--- config.mk ---
export PLATFORM = sky130hd
export DESIGN_NAME = greedy_banknote_dispenser_unit_flat
export DESIGN_NICKNAME = d
export VERILOG_FILES = /design/src/sv/gbd_pkg.sv /design/src/sv/gbd_if.sv /design/src/sv/greedy_banknote_dispenser_unit.sv /design/src/sv/gbd_datapath.sv /design/src/sv/gbd_ctrl.sv /design/src/flat_wrapper.sv
export SDC_FILE = /design/constraint.sdc
export NUM_CORES = 2
export LEC_CHECK = 0
export BUFFER_PORTS_ARGS = -buffer_cell sky130_fd_sc_hd__buf_2
export CAP_MARGIN = 0
export CORE_ASPECT_RATIO = 1.75
export CORE_UTILIZATION = 55
export CTS_CLUSTER_SIZE = 14
export DETAILED_ROUTE_END_ITERATION = 8
export PLACE_DENSITY = 0.72
export SYNTH_ARGS = -nofsm -noshare
export SYNTH_HDL_FRONTEND = slang
export SYNTH_SLANG_ARGS = --single-unit
--- constraint.sdc ---
create_clock -name i_clk -period 11.3 [get_ports i_clk]
set_input_delay 2.26 -clock i_clk [delete_from_list [all_inputs] [get_ports i_clk]]
set_output_delay 2.26 -clock i_clk [all_outputs]
set_load 0.1 [all_outputs]
--- src/sv/gbd_pkg.sv ---
// Package for the greedy banknote dispenser: field widths, request and status codes,
// controller command bits and datapath status bits. No dependencies.
`timescale 1ns / 1ps
`default_nettype none
package gbd_pkg;
    localparam int MaxEntriesDef = 16;
    localparam int ValW = 16;
    localparam int CntW = 16;
    localparam int AmtW = 32;
    localparam int MaxRes = 16;

    typedef enum logic [2:0] {
        REQ_APPEND = 3'd0, REQ_WRITE = 3'd1, REQ_SETCNT = 3'd2,
        REQ_REMOVE = 3'd3, REQ_READ = 3'd4, REQ_DISP = 3'd5
    } t_req;

    localparam logic [2:0] ST_OK = 3'd0;
    localparam logic [2:0] ST_SHORT = 3'd1;
    localparam logic [2:0] ST_NEG = 3'd2;
    localparam logic [2:0] ST_NOTFOUND = 3'd3;
    localparam logic [2:0] ST_FULL = 3'd4;

    // controller to datapath command bits
    localparam int NumCmd = 8;
    localparam int C_LOAD = 0;   // latch request
    localparam int C_EXEC = 1;   // table op / result
    localparam int C_SCAN = 2;   // step scan pointer
    localparam int C_SCAN0 = 3;  // start scan
    localparam int C_DIV0 = 4;   // start divide
    localparam int C_DIV = 5;    // divide step
    localparam int C_EMIT = 6;   // build dispense result
    localparam int C_SHIFT = 7;  // remove shift step

    // datapath to controller status bits
    localparam int NumSts = 9;
    localparam int SB_PTR_END = 0;     // scan pointer past last entry
    localparam int SB_IS_DISP = 1;     // request is a dispense
    localparam int SB_NO_BEST = 2;     // scan found no denomination
    localparam int SB_DIV_DONE = 3;    // all quotient bits done
    localparam int SB_TAKE_ZERO = 4;   // zero notes of this denomination
    localparam int SB_WALK_DONE = 5;   // paid in full or result limit hit
    localparam int SB_DO_SHIFT = 6;    // matching entry found for removal
    localparam int SB_FIND_REQ = 7;    // request needs a find pass
    localparam int SB_SHIFT_DONE = 8;  // last shift step

    typedef struct packed {
        logic [2:0]  req_type;
        logic [15:0] note_value;
        logic [16:0] note_count;
        logic [3:0]  entry_index;
        logic [31:0] amount;
    } t_req_beat;

    typedef struct packed {
        logic [2:0]  status;
        logic [15:0] out_value;
        logic [15:0] out_count;
        logic [31:0] remainder;
        logic [4:0]  entry_total;
        logic        last;
    } t_res_beat;
endpackage
`default_nettype wire

--- src/sv/gbd_if.sv ---
// Valid/ready channel interfaces for request and result beats.
// No dependencies.
`timescale 1ns / 1ps
`default_nettype none
interface gbd_req_if;
    logic valid;
    logic ready;
    logic [2:0]  req_type;
    logic [15:0] note_value;
    logic signed [16:0] note_count;
    logic [3:0]  entry_index;
    logic [31:0] amount;
    modport source (output valid, req_type, note_value, note_count, entry_index, amount,
                    input ready);
    modport sink (input valid, req_type, note_value, note_count, entry_index, amount,
                  output ready);
endinterface

interface gbd_res_if;
    logic valid;
    logic ready;
    logic [2:0]  status;
    logic [15:0] out_value;
    logic [15:0] out_count;
    logic [31:0] remainder;
    logic [4:0]  entry_total;
    logic        last;
    modport source (output valid, status, out_value, out_count, remainder, entry_total, last,
                    input ready);
    modport sink (input valid, status, out_value, out_count, remainder, entry_total, last,
                  output ready);
endinterface
`default_nettype wire

--- src/sv/greedy_banknote_dispenser_unit.sv ---
// Top level of the greedy banknote dispenser: controller plus datapath.
// Append/write/read pass through the find, exec and out states; set count adds a table
// scan, remove (and set count to zero) also a shift of the entries behind the found slot.
// Dispense: per denomination a scan, a bit-serial divide and an emit step; each beat
// is held until the next is found or the walk ends. One request at a time.
// Reset (synchronous, active low) empties the table; entry contents stay undefined.
`timescale 1ns / 1ps
`default_nettype none
module greedy_banknote_dispenser_unit #(
    parameter int MAX_ENTRIES = gbd_pkg::MaxEntriesDef
) (
    input  wire logic i_clk,
    input  wire logic i_rst_n,
    gbd_req_if.sink   i_req,
    gbd_res_if.source o_res
);
    import gbd_pkg::*;

    logic [NumCmd-1:0] cmd;
    logic [NumSts-1:0] sts;
    t_req_beat req;
    t_res_beat res;

    assign req = '{i_req.req_type, i_req.note_value, i_req.note_count,
                   i_req.entry_index, i_req.amount};
    assign o_res.status = res.status;
    assign o_res.out_value = res.out_value;
    assign o_res.out_count = res.out_count;
    assign o_res.remainder = res.remainder;
    assign o_res.entry_total = res.entry_total;
    assign o_res.last = res.last;

    gbd_ctrl u_ctrl (
        .i_clk(i_clk), .i_rst_n(i_rst_n),
        .i_in_valid(i_req.valid), .o_in_ready(i_req.ready),
        .o_out_valid(o_res.valid), .i_out_ready(o_res.ready),
        .i_sts(sts), .o_cmd(cmd)
    );

    gbd_datapath #(.MAX_ENTRIES(MAX_ENTRIES)) u_dp (
        .i_clk(i_clk), .i_rst_n(i_rst_n), .i_req(req),
        .i_cmd(cmd), .o_sts(sts), .o_res(res)
    );
endmodule
`default_nettype wire

--- src/sv/gbd_datapath.sv ---
// Datapath: denomination table, scan unit, bit-serial divider, result register.
// Depends on gbd_pkg; driven by gbd_ctrl through command and status bits.
`timescale 1ns / 1ps
`default_nettype none
module gbd_datapath #(
    parameter int MAX_ENTRIES = gbd_pkg::MaxEntriesDef,
    parameter int IW = $clog2(MAX_ENTRIES),
    parameter int NW = $clog2(MAX_ENTRIES + 1)
) (
    input  wire logic i_clk,
    input  wire logic i_rst_n,
    input  wire gbd_pkg::t_req_beat i_req,
    input  wire logic [gbd_pkg::NumCmd-1:0] i_cmd,
    output logic [gbd_pkg::NumSts-1:0] o_sts,
    output gbd_pkg::t_res_beat o_res
);
    import gbd_pkg::*;

    logic [ValW-1:0] r_val [MAX_ENTRIES];
    logic [CntW-1:0] r_cnt [MAX_ENTRIES];
    logic [NW-1:0] r_used;
    t_req_beat r_q;
    logic [IW:0] r_ptr;
    logic [ValW-1:0] r_best;
    logic [ValW:0] r_bound;
    logic [CntW-1:0] r_bcnt;
    logic r_found;
    logic [AmtW-1:0] r_rem, r_quo, r_part;
    logic [5:0] r_dstep;
    logic [4:0] r_k;
    t_res_beat r_res;
    logic [IW:0] r_fpos;

    logic [IW-1:0] ptr_i;
    logic ptr_end;
    logic signed [16:0] sc;
    logic [CntW-1:0] clamped;
    logic idx_ok;
    logic [AmtW:0] trial;
    logic [CntW-1:0] take;
    logic [AmtW-1:0] prod;
    logic shift_more;
    t_res_beat exec_res;

    assign ptr_i = r_ptr[IW-1:0];
    assign ptr_end = (r_ptr >= (IW+1)'(r_used));
    assign sc = signed'(r_q.note_count);
    assign clamped = sc[16] ? '0 : sc[15:0];
    assign idx_ok = (int'(r_q.entry_index) < int'(r_used)) &&
                    (int'(r_q.entry_index) < MAX_ENTRIES);
    assign trial = {r_part, r_rem[AmtW-1 - r_dstep[4:0]]} - {1'b0, 16'd0, r_best};
    assign take = (r_quo > AmtW'(r_bcnt)) ? r_bcnt : r_quo[CntW-1:0];
    assign prod = AmtW'(r_best) * AmtW'(take);
    assign shift_more = (r_fpos + 1'b1 < (IW+1)'(r_used));

    // status to controller
    assign o_sts[SB_PTR_END] = ptr_end;
    assign o_sts[SB_IS_DISP] = (r_q.req_type == REQ_DISP);
    assign o_sts[SB_NO_BEST] = (r_best == '0);
    assign o_sts[SB_DIV_DONE] = (r_dstep == 6'd32);
    assign o_sts[SB_TAKE_ZERO] = (take == '0);
    assign o_sts[SB_WALK_DONE] = (r_rem == '0) || (r_k == 5'(MaxRes));
    assign o_sts[SB_DO_SHIFT] = r_found && (r_q.req_type == REQ_REMOVE ||
                                (r_q.req_type == REQ_SETCNT && sc == 0));
    assign o_sts[SB_FIND_REQ] = (r_q.req_type == REQ_SETCNT) ||
                                (r_q.req_type == REQ_REMOVE);
    assign o_sts[SB_SHIFT_DONE] = !shift_more;
    assign o_res = r_res;

    // result beat of table ops and of the dispense finish
    always_comb begin
        exec_res = '{ST_OK, '0, '0, '0, 5'(r_used), 1'b1};
        case (r_q.req_type)
            REQ_APPEND: begin
                if (r_used >= NW'(MAX_ENTRIES)) begin
                    exec_res.status = ST_FULL;
                end else begin
                    exec_res.entry_total = 5'(r_used + 1'b1);
                end
            end
            REQ_WRITE: begin
                if (!idx_ok) begin
                    exec_res.status = ST_NOTFOUND;
                end
            end
            REQ_SETCNT: begin
                if (sc < 0) begin
                    exec_res.status = ST_NEG;
                end else if (!r_found) begin
                    exec_res.status = ST_NOTFOUND;
                end
            end
            REQ_REMOVE: exec_res.status = ST_NOTFOUND;
            REQ_READ: begin
                if (!idx_ok) begin
                    exec_res.status = ST_NOTFOUND;
                end else begin
                    exec_res.out_value = r_val[IW'(r_q.entry_index)];
                    exec_res.out_count = r_cnt[IW'(r_q.entry_index)];
                end
            end
            REQ_DISP: begin
                // finish: patch status/remainder/last on held or empty beat
                if (r_k != '0) begin
                    exec_res = r_res;
                end
                exec_res.remainder = r_rem;
                exec_res.status = (r_rem != '0) ? ST_SHORT : ST_OK;
                exec_res.last = 1'b1;
            end
            default: ;
        endcase
    end

    // table and datapath registers
    always_ff @(posedge i_clk) begin
        if (!i_rst_n) begin
            r_used <= '0;
        end else begin
            if (i_cmd[C_LOAD]) begin
                r_q <= i_req;
                r_ptr <= '0;
                r_found <= 1'b0;
                r_k <= '0;
                r_rem <= i_req.amount;
                r_bound <= {1'b1, {ValW{1'b0}}};
                r_best <= '0;
                r_res.last <= 1'b0;
            end
            // find pass for set count / remove, and max scan for dispense
            if (i_cmd[C_SCAN] && !ptr_end) begin
                r_ptr <= r_ptr + 1'b1;
                if (r_q.req_type == REQ_DISP) begin
                    if (r_val[ptr_i] > r_best && {1'b0, r_val[ptr_i]} < r_bound &&
                        r_cnt[ptr_i] != '0) begin
                        r_best <= r_val[ptr_i];
                    end
                end else if (!r_found && r_val[ptr_i] == r_q.note_value) begin
                    r_found <= 1'b1;
                    r_fpos <= r_ptr;
                end
            end
            if (i_cmd[C_SCAN0]) begin
                r_ptr <= '0;
                r_best <= '0;
                r_found <= 1'b0;
            end
            // shift entries down over removed slot
            if (i_cmd[C_SHIFT]) begin
                if (shift_more) begin
                    r_val[r_fpos[IW-1:0]] <= r_val[IW'(r_fpos + 1'b1)];
                    r_cnt[r_fpos[IW-1:0]] <= r_cnt[IW'(r_fpos + 1'b1)];
                    r_fpos <= r_fpos + 1'b1;
                end else begin
                    r_used <= r_used - 1'b1;
                    r_res <= '{ST_OK, '0, '0, '0, 5'(r_used - 1'b1), 1'b1};
                end
            end
            // first-match count for the chosen denomination, found during divide
            if (i_cmd[C_DIV0]) begin
                r_dstep <= '0;
                r_part <= '0;
                r_quo <= '0;
                r_bound <= {1'b0, r_best};
                r_ptr <= '0;
                r_found <= 1'b0;
            end
            if (i_cmd[C_DIV]) begin
                if (r_dstep != 6'd32) begin
                    r_dstep <= r_dstep + 1'b1;
                    if (!trial[AmtW]) begin
                        r_part <= trial[AmtW-1:0];
                        r_quo <= {r_quo[AmtW-2:0], 1'b1};
                    end else begin
                        r_part <= {r_part[AmtW-2:0], r_rem[AmtW-1 - r_dstep[4:0]]};
                        r_quo <= {r_quo[AmtW-2:0], 1'b0};
                    end
                end
                if (!ptr_end) begin
                    r_ptr <= r_ptr + 1'b1;
                    if (!r_found && r_val[ptr_i] == r_best) begin
                        r_found <= 1'b1;
                        r_bcnt <= r_cnt[ptr_i];
                    end
                end
            end
            if (i_cmd[C_EMIT]) begin
                r_rem <= r_rem - prod;
                r_k <= r_k + 1'b1;
                r_res <= '{ST_OK, r_best, take, r_rem - prod, 5'(r_used), 1'b0};
            end
            // table ops and final results
            if (i_cmd[C_EXEC]) begin
                r_res <= exec_res;
                case (r_q.req_type)
                    REQ_APPEND: begin
                        if (r_used < NW'(MAX_ENTRIES)) begin
                            r_val[r_used[IW-1:0]] <= r_q.note_value;
                            r_cnt[r_used[IW-1:0]] <= clamped;
                            r_used <= r_used + 1'b1;
                        end
                    end
                    REQ_WRITE: begin
                        if (idx_ok) begin
                            r_val[IW'(r_q.entry_index)] <= r_q.note_value;
                            r_cnt[IW'(r_q.entry_index)] <= clamped;
                        end
                    end
                    REQ_SETCNT: begin
                        if (sc > 0 && r_found) begin
                            r_cnt[r_fpos[IW-1:0]] <= clamped;
                        end
                    end
                    default: ;
                endcase
            end
        end
    end
endmodule
`default_nettype wire

--- src/sv/gbd_ctrl.sv ---
// Controller state machine sequencing requests, scans, divides and result beats.
// Depends on gbd_pkg.
`timescale 1ns / 1ps
`default_nettype none
module gbd_ctrl (
    input  wire logic i_clk,
    input  wire logic i_rst_n,
    input  wire logic i_in_valid,
    output logic o_in_ready,
    output logic o_out_valid,
    input  wire logic i_out_ready,
    input  wire logic [gbd_pkg::NumSts-1:0] i_sts,
    output logic [gbd_pkg::NumCmd-1:0] o_cmd
);
    import gbd_pkg::*;

    typedef enum logic [8:0] {
        S_IDLE = 9'b000000001, S_FIND = 9'b000000010, S_EXEC = 9'b000000100,
        S_SHIFT = 9'b000001000, S_SCAN = 9'b000010000, S_DIV = 9'b000100000,
        S_EMIT = 9'b001000000, S_HOLD = 9'b010000000, S_OUT = 9'b100000000
    } t_state;

    t_state r_st, n_st;
    logic r_pend, n_pend; // dispense beat waits to learn if it is the last

    // next-state and commands; a held dispense beat goes out once the next one is found
    always_comb begin
        n_st = r_st;
        n_pend = r_pend;
        o_cmd = '0;
        o_in_ready = (r_st == S_IDLE);
        o_out_valid = (r_st == S_OUT) ||
                      (r_st == S_EMIT && r_pend && !i_sts[SB_TAKE_ZERO]);
        case (r_st)
            S_IDLE: if (i_in_valid) begin
                o_cmd[C_LOAD] = 1'b1;
                n_pend = 1'b0;
                n_st = S_FIND;
            end
            S_FIND: begin
                if (i_sts[SB_IS_DISP]) begin
                    o_cmd[C_SCAN0] = 1'b1;
                    n_st = S_SCAN;
                end else if (i_sts[SB_FIND_REQ] && !i_sts[SB_PTR_END]) begin
                    o_cmd[C_SCAN] = 1'b1;
                end else if (i_sts[SB_DO_SHIFT]) begin
                    n_st = S_SHIFT;
                end else begin
                    n_st = S_EXEC;
                end
            end
            S_SHIFT: begin
                o_cmd[C_SHIFT] = 1'b1;
                if (i_sts[SB_SHIFT_DONE]) begin
                    n_st = S_OUT;
                end
            end
            S_EXEC: begin
                o_cmd[C_EXEC] = 1'b1;
                n_st = S_OUT;
            end
            S_SCAN: begin
                if (!i_sts[SB_PTR_END]) begin
                    o_cmd[C_SCAN] = 1'b1;
                end else if (i_sts[SB_NO_BEST]) begin
                    n_st = S_EXEC;
                end else begin
                    o_cmd[C_DIV0] = 1'b1;
                    n_st = S_DIV;
                end
            end
            S_DIV: begin
                if (i_sts[SB_DIV_DONE] && i_sts[SB_PTR_END]) begin
                    n_st = S_EMIT;
                end else begin
                    o_cmd[C_DIV] = 1'b1;
                end
            end
            S_EMIT: begin
                if (i_sts[SB_TAKE_ZERO]) begin
                    o_cmd[C_SCAN0] = 1'b1;
                    n_st = S_SCAN;
                end else if (!r_pend || i_out_ready) begin
                    o_cmd[C_EMIT] = 1'b1;
                    n_pend = 1'b1;
                    n_st = S_HOLD;
                end
            end
            S_HOLD: begin
                if (i_sts[SB_WALK_DONE]) begin
                    n_st = S_EXEC;
                end else begin
                    o_cmd[C_SCAN0] = 1'b1;
                    n_st = S_SCAN;
                end
            end
            S_OUT: if (i_out_ready) begin
                n_pend = 1'b0;
                n_st = S_IDLE;
            end
            default: n_st = S_IDLE;
        endcase
    end

    always_ff @(posedge i_clk) begin
        if (!i_rst_n) begin
            r_st <= S_IDLE;
            r_pend <= 1'b0;
        end else begin
            r_st <= n_st;
            r_pend <= n_pend;
        end
    end

    assert property (@(posedge i_clk) disable iff (!i_rst_n) $onehot(r_st))
        else $error("state not one-hot");
    assert property (@(posedge i_clk) disable iff (!i_rst_n) o_in_ready |-> !o_out_valid)
        else $error("accept while result pending");
    assert property (@(posedge i_clk) disable iff (!i_rst_n)
        (o_out_valid && !i_out_ready && r_st == S_OUT) |=> o_out_valid)
        else $error("result dropped");
endmodule
`default_nettype wire

--- src/flat_wrapper.sv ---
// flat-port wrapper written by rule: the top's interface ports become plain ports
module greedy_banknote_dispenser_unit_flat import gbd_pkg::*;
#(
    parameter int MAX_ENTRIES = gbd_pkg::MaxEntriesDef
)
  (i_clk, i_rst_n, i_req_valid, i_req_req_type, i_req_note_value, i_req_note_count, i_req_entry_index, i_req_amount, i_req_ready, o_res_valid, o_res_status, o_res_out_value, o_res_out_count, o_res_remainder, o_res_entry_total, o_res_last, o_res_ready);
  gbd_req_if i_req_i ();
  gbd_res_if o_res_i ();
  input  wire logic i_clk;
  input  wire logic i_rst_n;
  input wire logic [$bits(i_req_i.valid)-1:0] i_req_valid;
  input wire logic [$bits(i_req_i.req_type)-1:0] i_req_req_type;
  input wire logic [$bits(i_req_i.note_value)-1:0] i_req_note_value;
  input wire logic [$bits(i_req_i.note_count)-1:0] i_req_note_count;
  input wire logic [$bits(i_req_i.entry_index)-1:0] i_req_entry_index;
  input wire logic [$bits(i_req_i.amount)-1:0] i_req_amount;
  output wire logic [$bits(i_req_i.ready)-1:0] i_req_ready;
  output wire logic [$bits(o_res_i.valid)-1:0] o_res_valid;
  output wire logic [$bits(o_res_i.status)-1:0] o_res_status;
  output wire logic [$bits(o_res_i.out_value)-1:0] o_res_out_value;
  output wire logic [$bits(o_res_i.out_count)-1:0] o_res_out_count;
  output wire logic [$bits(o_res_i.remainder)-1:0] o_res_remainder;
  output wire logic [$bits(o_res_i.entry_total)-1:0] o_res_entry_total;
  output wire logic [$bits(o_res_i.last)-1:0] o_res_last;
  input wire logic [$bits(o_res_i.ready)-1:0] o_res_ready;
  assign i_req_i.valid = i_req_valid;
  assign i_req_i.req_type = i_req_req_type;
  assign i_req_i.note_value = i_req_note_value;
  assign i_req_i.note_count = i_req_note_count;
  assign i_req_i.entry_index = i_req_entry_index;
  assign i_req_i.amount = i_req_amount;
  assign i_req_ready = i_req_i.ready;
  assign o_res_valid = o_res_i.valid;
  assign o_res_status = o_res_i.status;
  assign o_res_out_value = o_res_i.out_value;
  assign o_res_out_count = o_res_i.out_count;
  assign o_res_remainder = o_res_i.remainder;
  assign o_res_entry_total = o_res_i.entry_total;
  assign o_res_last = o_res_i.last;
  assign o_res_i.ready = o_res_ready;
  greedy_banknote_dispenser_unit #(.MAX_ENTRIES(MAX_ENTRIES)) u_core (.i_clk(i_clk), .i_rst_n(i_rst_n), .i_req(i_req_i), .o_res(o_res_i));
endmodule
==> impl_metrics.yaml <==
status:
  status: "complete, no violations"
detailed_routing:
  drt_iter0_markers: 4105
  detail-route-antenna-nets: 0
  wl_per_cell_um: 29.9
  vias: 38200
  wirelength_um: 168000
  vias_per_cell: 6.81
  drt_first_pass_iters: 6
  drc: 0
cts:
  post_cts_buffers: 0
  htreeDepth: 3
  cts.repair.resized: 0
  clk_pin_slew_ps: 60
  insertion_delay_ps: 700
  clk_path_buf_depth: 3
  cts.sinks: 815
  cts_tree: "yes"
  cts_hold_buf: 0
  cts_made_buffers: 78
  cts_root_buffer: "clkbuf_16"
floorplan:
  die_area_um2: 99200
  fp.coreArea_um2: 96900
  ios: 151
  die_y_um: 416
  die_w_um: 239
  initial_core_util_pct: 55.6
  rows: 151
grt:
  met3_usage_pct: 7.09
  grt_overflow: 0
  grt_max_degree: 133
  use_met2_pct: 57.5
  antenna_found_initial: 7
  grt_pass1_vias: 39100
  use_met1_pct: 37.3
  grt-busiest-layer: "met2"
  grt_pass1_wl_um: 247000
  grt_usage_pct: 34.5
sta:
  final.min_clock_period_ps: 9770
  worst_pin_slew_ps: 1200
  period_share_pct: 86.5
  setup_tns_ps: 0
  fmax_mhz: 102
  relSlewSlack_pct: 19.6
  slew_violations: 0
  rsz0062_at_grt: "no"
  final_hold_viol_count: 0
  finClkSkew_ps: 23.0
  final-setup-viol-count: 0
synthesis:
  yosys.area.top_type: "edfxtp_1"
  synth_area_leaders: "edfxtp_1 (44%), mux4_2 (18%), fa_1 (8.5%)"
  syn_inst: 4137
  avgSynthCellArea_um2: 13.0
  synth_flop_cell: "edfxtp_1"
  syn_nets: 4625
  synth_edf_count: 792
  async_flop_share_pct: 0
  synth-seq-cells: 815
  synth-seq-area-share_pct: 45.0
  yosys.cell_types.count: 80
  syn-cell-area_um2: 53900
  yosysWarnings: 0
  netlist.area_leader.share_pct: 44.2
placement:
  dp_cells: 5468
  gp_congestion: 0.967
  port_buffers: 150
  place_hpwl_um: 114000
min_path:
  hp-class: "reg2reg"
  min_to: "u_core.u_ctrl.r_pend$_SDFFE_PN0P_"
  hold_start: "u_core.u_ctrl.r_pend$_SDFFE_PN0P_"
  whs_path_depth: 2
worst_setup_path:
  crit_family: "adder cells"
  worst_path_most_repeated_cell: "fa_1"
  r2r_slack_ps: 1530
  max_stage_delay_ps: 930
  rr_endpoint: "u_core.u_dp.o_res[37]$_DFFE_PP_"
  worstPathRequired_ps: 11690
  end_kind: "flop"
  rr_worst_depth: 29
  crit_path_top_delay_cell: "mux2i_2"
  worstPathArrival_ps: 10170
  worst-path-buf-inv: 5
  timing.rr.start: "u_core.u_dp.r_quo[13]$_DFFE_PP_"
  worstSetupPathType: "reg2reg"
  crit_fanout: 17
  startpoint_type: "flop"
cells_and_area:
  area_delta_synth_final_pct: 9.60
  drive_gt1_share_pct: 21.7
  fin_cells: 5608
  nets: 4736
power:
  irDropWorstVdd_uv: 1060
  power_density_nw_per_um2: 303
  p_leak_nw: 22.1
  power_w: 0.0179
job:
  maxCapViolCount: 0
==> layer usage <==
metal,part of all wire (%),vias to the layer above
li1,-,15600
met1,31,19300
met2,50,2424
met3,9.1,811
met4,10,6
met5,0.023,-
==> worst min-delay path, stage by stage (launching register included) <==
cell	delay (ps)
dfxtp_1	300
inv_1	70
a211oi_1	70
==> synth_stat cells, types with 14 or more instances <==
cell        n
edfxtp_1  792
nand2_1   473
mux4_2    437
inv_1     358
nor2_1    287
fa_1      228
ha_1      184
clkbuf_1  166
o21ai_0   148
nand3_1   105
a21oi_1    88
mux2i_1    83
a21o_1     72
xnor2_1    59
nor4_1     50
nand2b_1   46
buf_1      44
and2_1     43
xor2_1     34
mux2_2     33
a22o_1     31
and3_1     31
nand4_1    30
a31oi_1    25
dfxtp_1    23
nor2b_1    22
o21a_1     21
nor3_1     19
buf_2      14
==> through the flow <==
stage | hold slack (ps) | utilization (%) | cell area (um2) | setup slack, ps
final | 488 | 60.9 | 59000 | 1530
after global routing | 530 | 60.9 | 59000 | 1040
after CTS | 493 | 60.9 | 59000 | 1660
after detailed placement | 484 | 58.2 | 56400 | 1680
after global placement | 475 | 58.2 | 56400 | 1900
after floorplan | 454 | - | 53900 | 3030
==> where the power goes <==
| group | internal, W | total [W] | switching [W] | leakage (nW) |
|---|---|---|---|---|
| Clock | 0.00154 | 0.00273 | 0.00119 | 1.27 |
| Combinational | 0.00434 | 0.0113 | 0.00699 | 13.4 |
| Sequential | 0.00354 | 0.00382 | 0.000276 | 7.43 |
| Total | 0.00943 | 0.0179 | 0.00846 | 22.1 |
==> state kept, by name, indices dropped and copies added (netlist names), named ones only <==
register              count
u_core.u_dp.r_rem        32
u_core.u_dp.r_cnt       256
u_core.u_dp.r_k           5
u_core.u_ctrl.r_pend      1
u_core.u_dp.r_fpos        5
u_core.u_dp.o_res        73
u_core.u_dp.r_bcnt       16
u_core.u_dp.r_dstep       6
u_core.u_dp.r_quo        32
u_core.u_dp.r_best       16
u_core.u_dp.r_ptr         5
u_core.u_dp.sc           17
u_core.u_dp.r_q          23
u_core.u_dp.r_bound      17
u_core.u_dp.r_part       32
u_core.u_dp.r_val       256
u_core.u_ctrl.r_st        9
u_core.u_dp.r_found       1
u_core.u_dp.r_used        5
==> cell families (layout without fill, tap and decap cells) <==
kind of cell,Yosys count,after routing,share of synthesized area [%]
and+or+nand+nor,1153,1153,9.70
xor gates and xnor gates,93,93,1.51
DFF,815,815,45.0
other,0,5,0
AOI/OAI and AO/OA,503,503,6.08
muxes,553,553,20.5
buffers and inverters,608,774,4.43
adders and majority gates,412,412,12.8
==> cell type report <==
class,count,area (um2)
timing repair buffer,268,1660
multi-input combinational,2714,27500
antenna,5,12.5
sequential,815,24300
clock inverter,41,523
tap,1300,1630
inverter,371,1390
fill,7380,37900
clock buffer,94,2040
==> worst max-delay path by stage <==
stage | from | to | slack, ps | depth (start not counted)
detailed placement | u_core.u_dp.r_quo[13]$_DFFE_PP_ | u_core.u_dp.r_rem[31]$_DFFE_PP_ | 1680 | 29
CTS | u_core.u_dp.r_quo[13]$_DFFE_PP_ | u_core.u_dp.o_res[37]$_DFFE_PP_ | 1660 | 29
global placement | u_core.u_dp.r_quo[13]$_DFFE_PP_ | u_core.u_dp.o_res[37]$_DFFE_PP_ | 1900 | 29
floorplan | u_core.u_dp.r_quo[13]$_DFFE_PP_ | u_core.u_dp.r_rem[28]$_DFFE_PP_ | 3030 | 29
finish | u_core.u_dp.r_quo[13]$_DFFE_PP_ | u_core.u_dp.o_res[37]$_DFFE_PP_ | 1530 | 29
global route | u_core.u_dp.r_quo[14]$_DFFE_PP_ | u_core.u_dp.r_rem[31]$_DFFE_PP_ | 1040 | 29
==> cells in the final DEF (no fill, tap or decap), drive strengths merged, types with 11 or more instances in the layout <==
| cell | n |
|---|---|
| mux4 | 437 |
| mux2 | 33 |
| fa | 228 |
| edfxtp | 792 |
| xor2 | 34 |
| dfxtp | 23 |
| a21o | 72 |
| nand2b | 46 |
| and3 | 31 |
| a21oi | 88 |
| nor2b | 22 |
| xnor2 | 59 |
| and2 | 44 |
| bufinv | 11 |
| nor3 | 20 |
| nand3 | 105 |
| ha | 184 |
| o21a | 21 |
| nand2 | 474 |
| buf | 268 |
| clkbuf | 94 |
| o21ai | 154 |
| nor2 | 287 |
| a22o | 31 |
| nor4 | 50 |
| clkinv | 35 |
| a31oi | 25 |
| nand4 | 30 |
| mux2i | 83 |
| inv | 365 |
No activity file was read; power rests on OpenSTA's default activity.
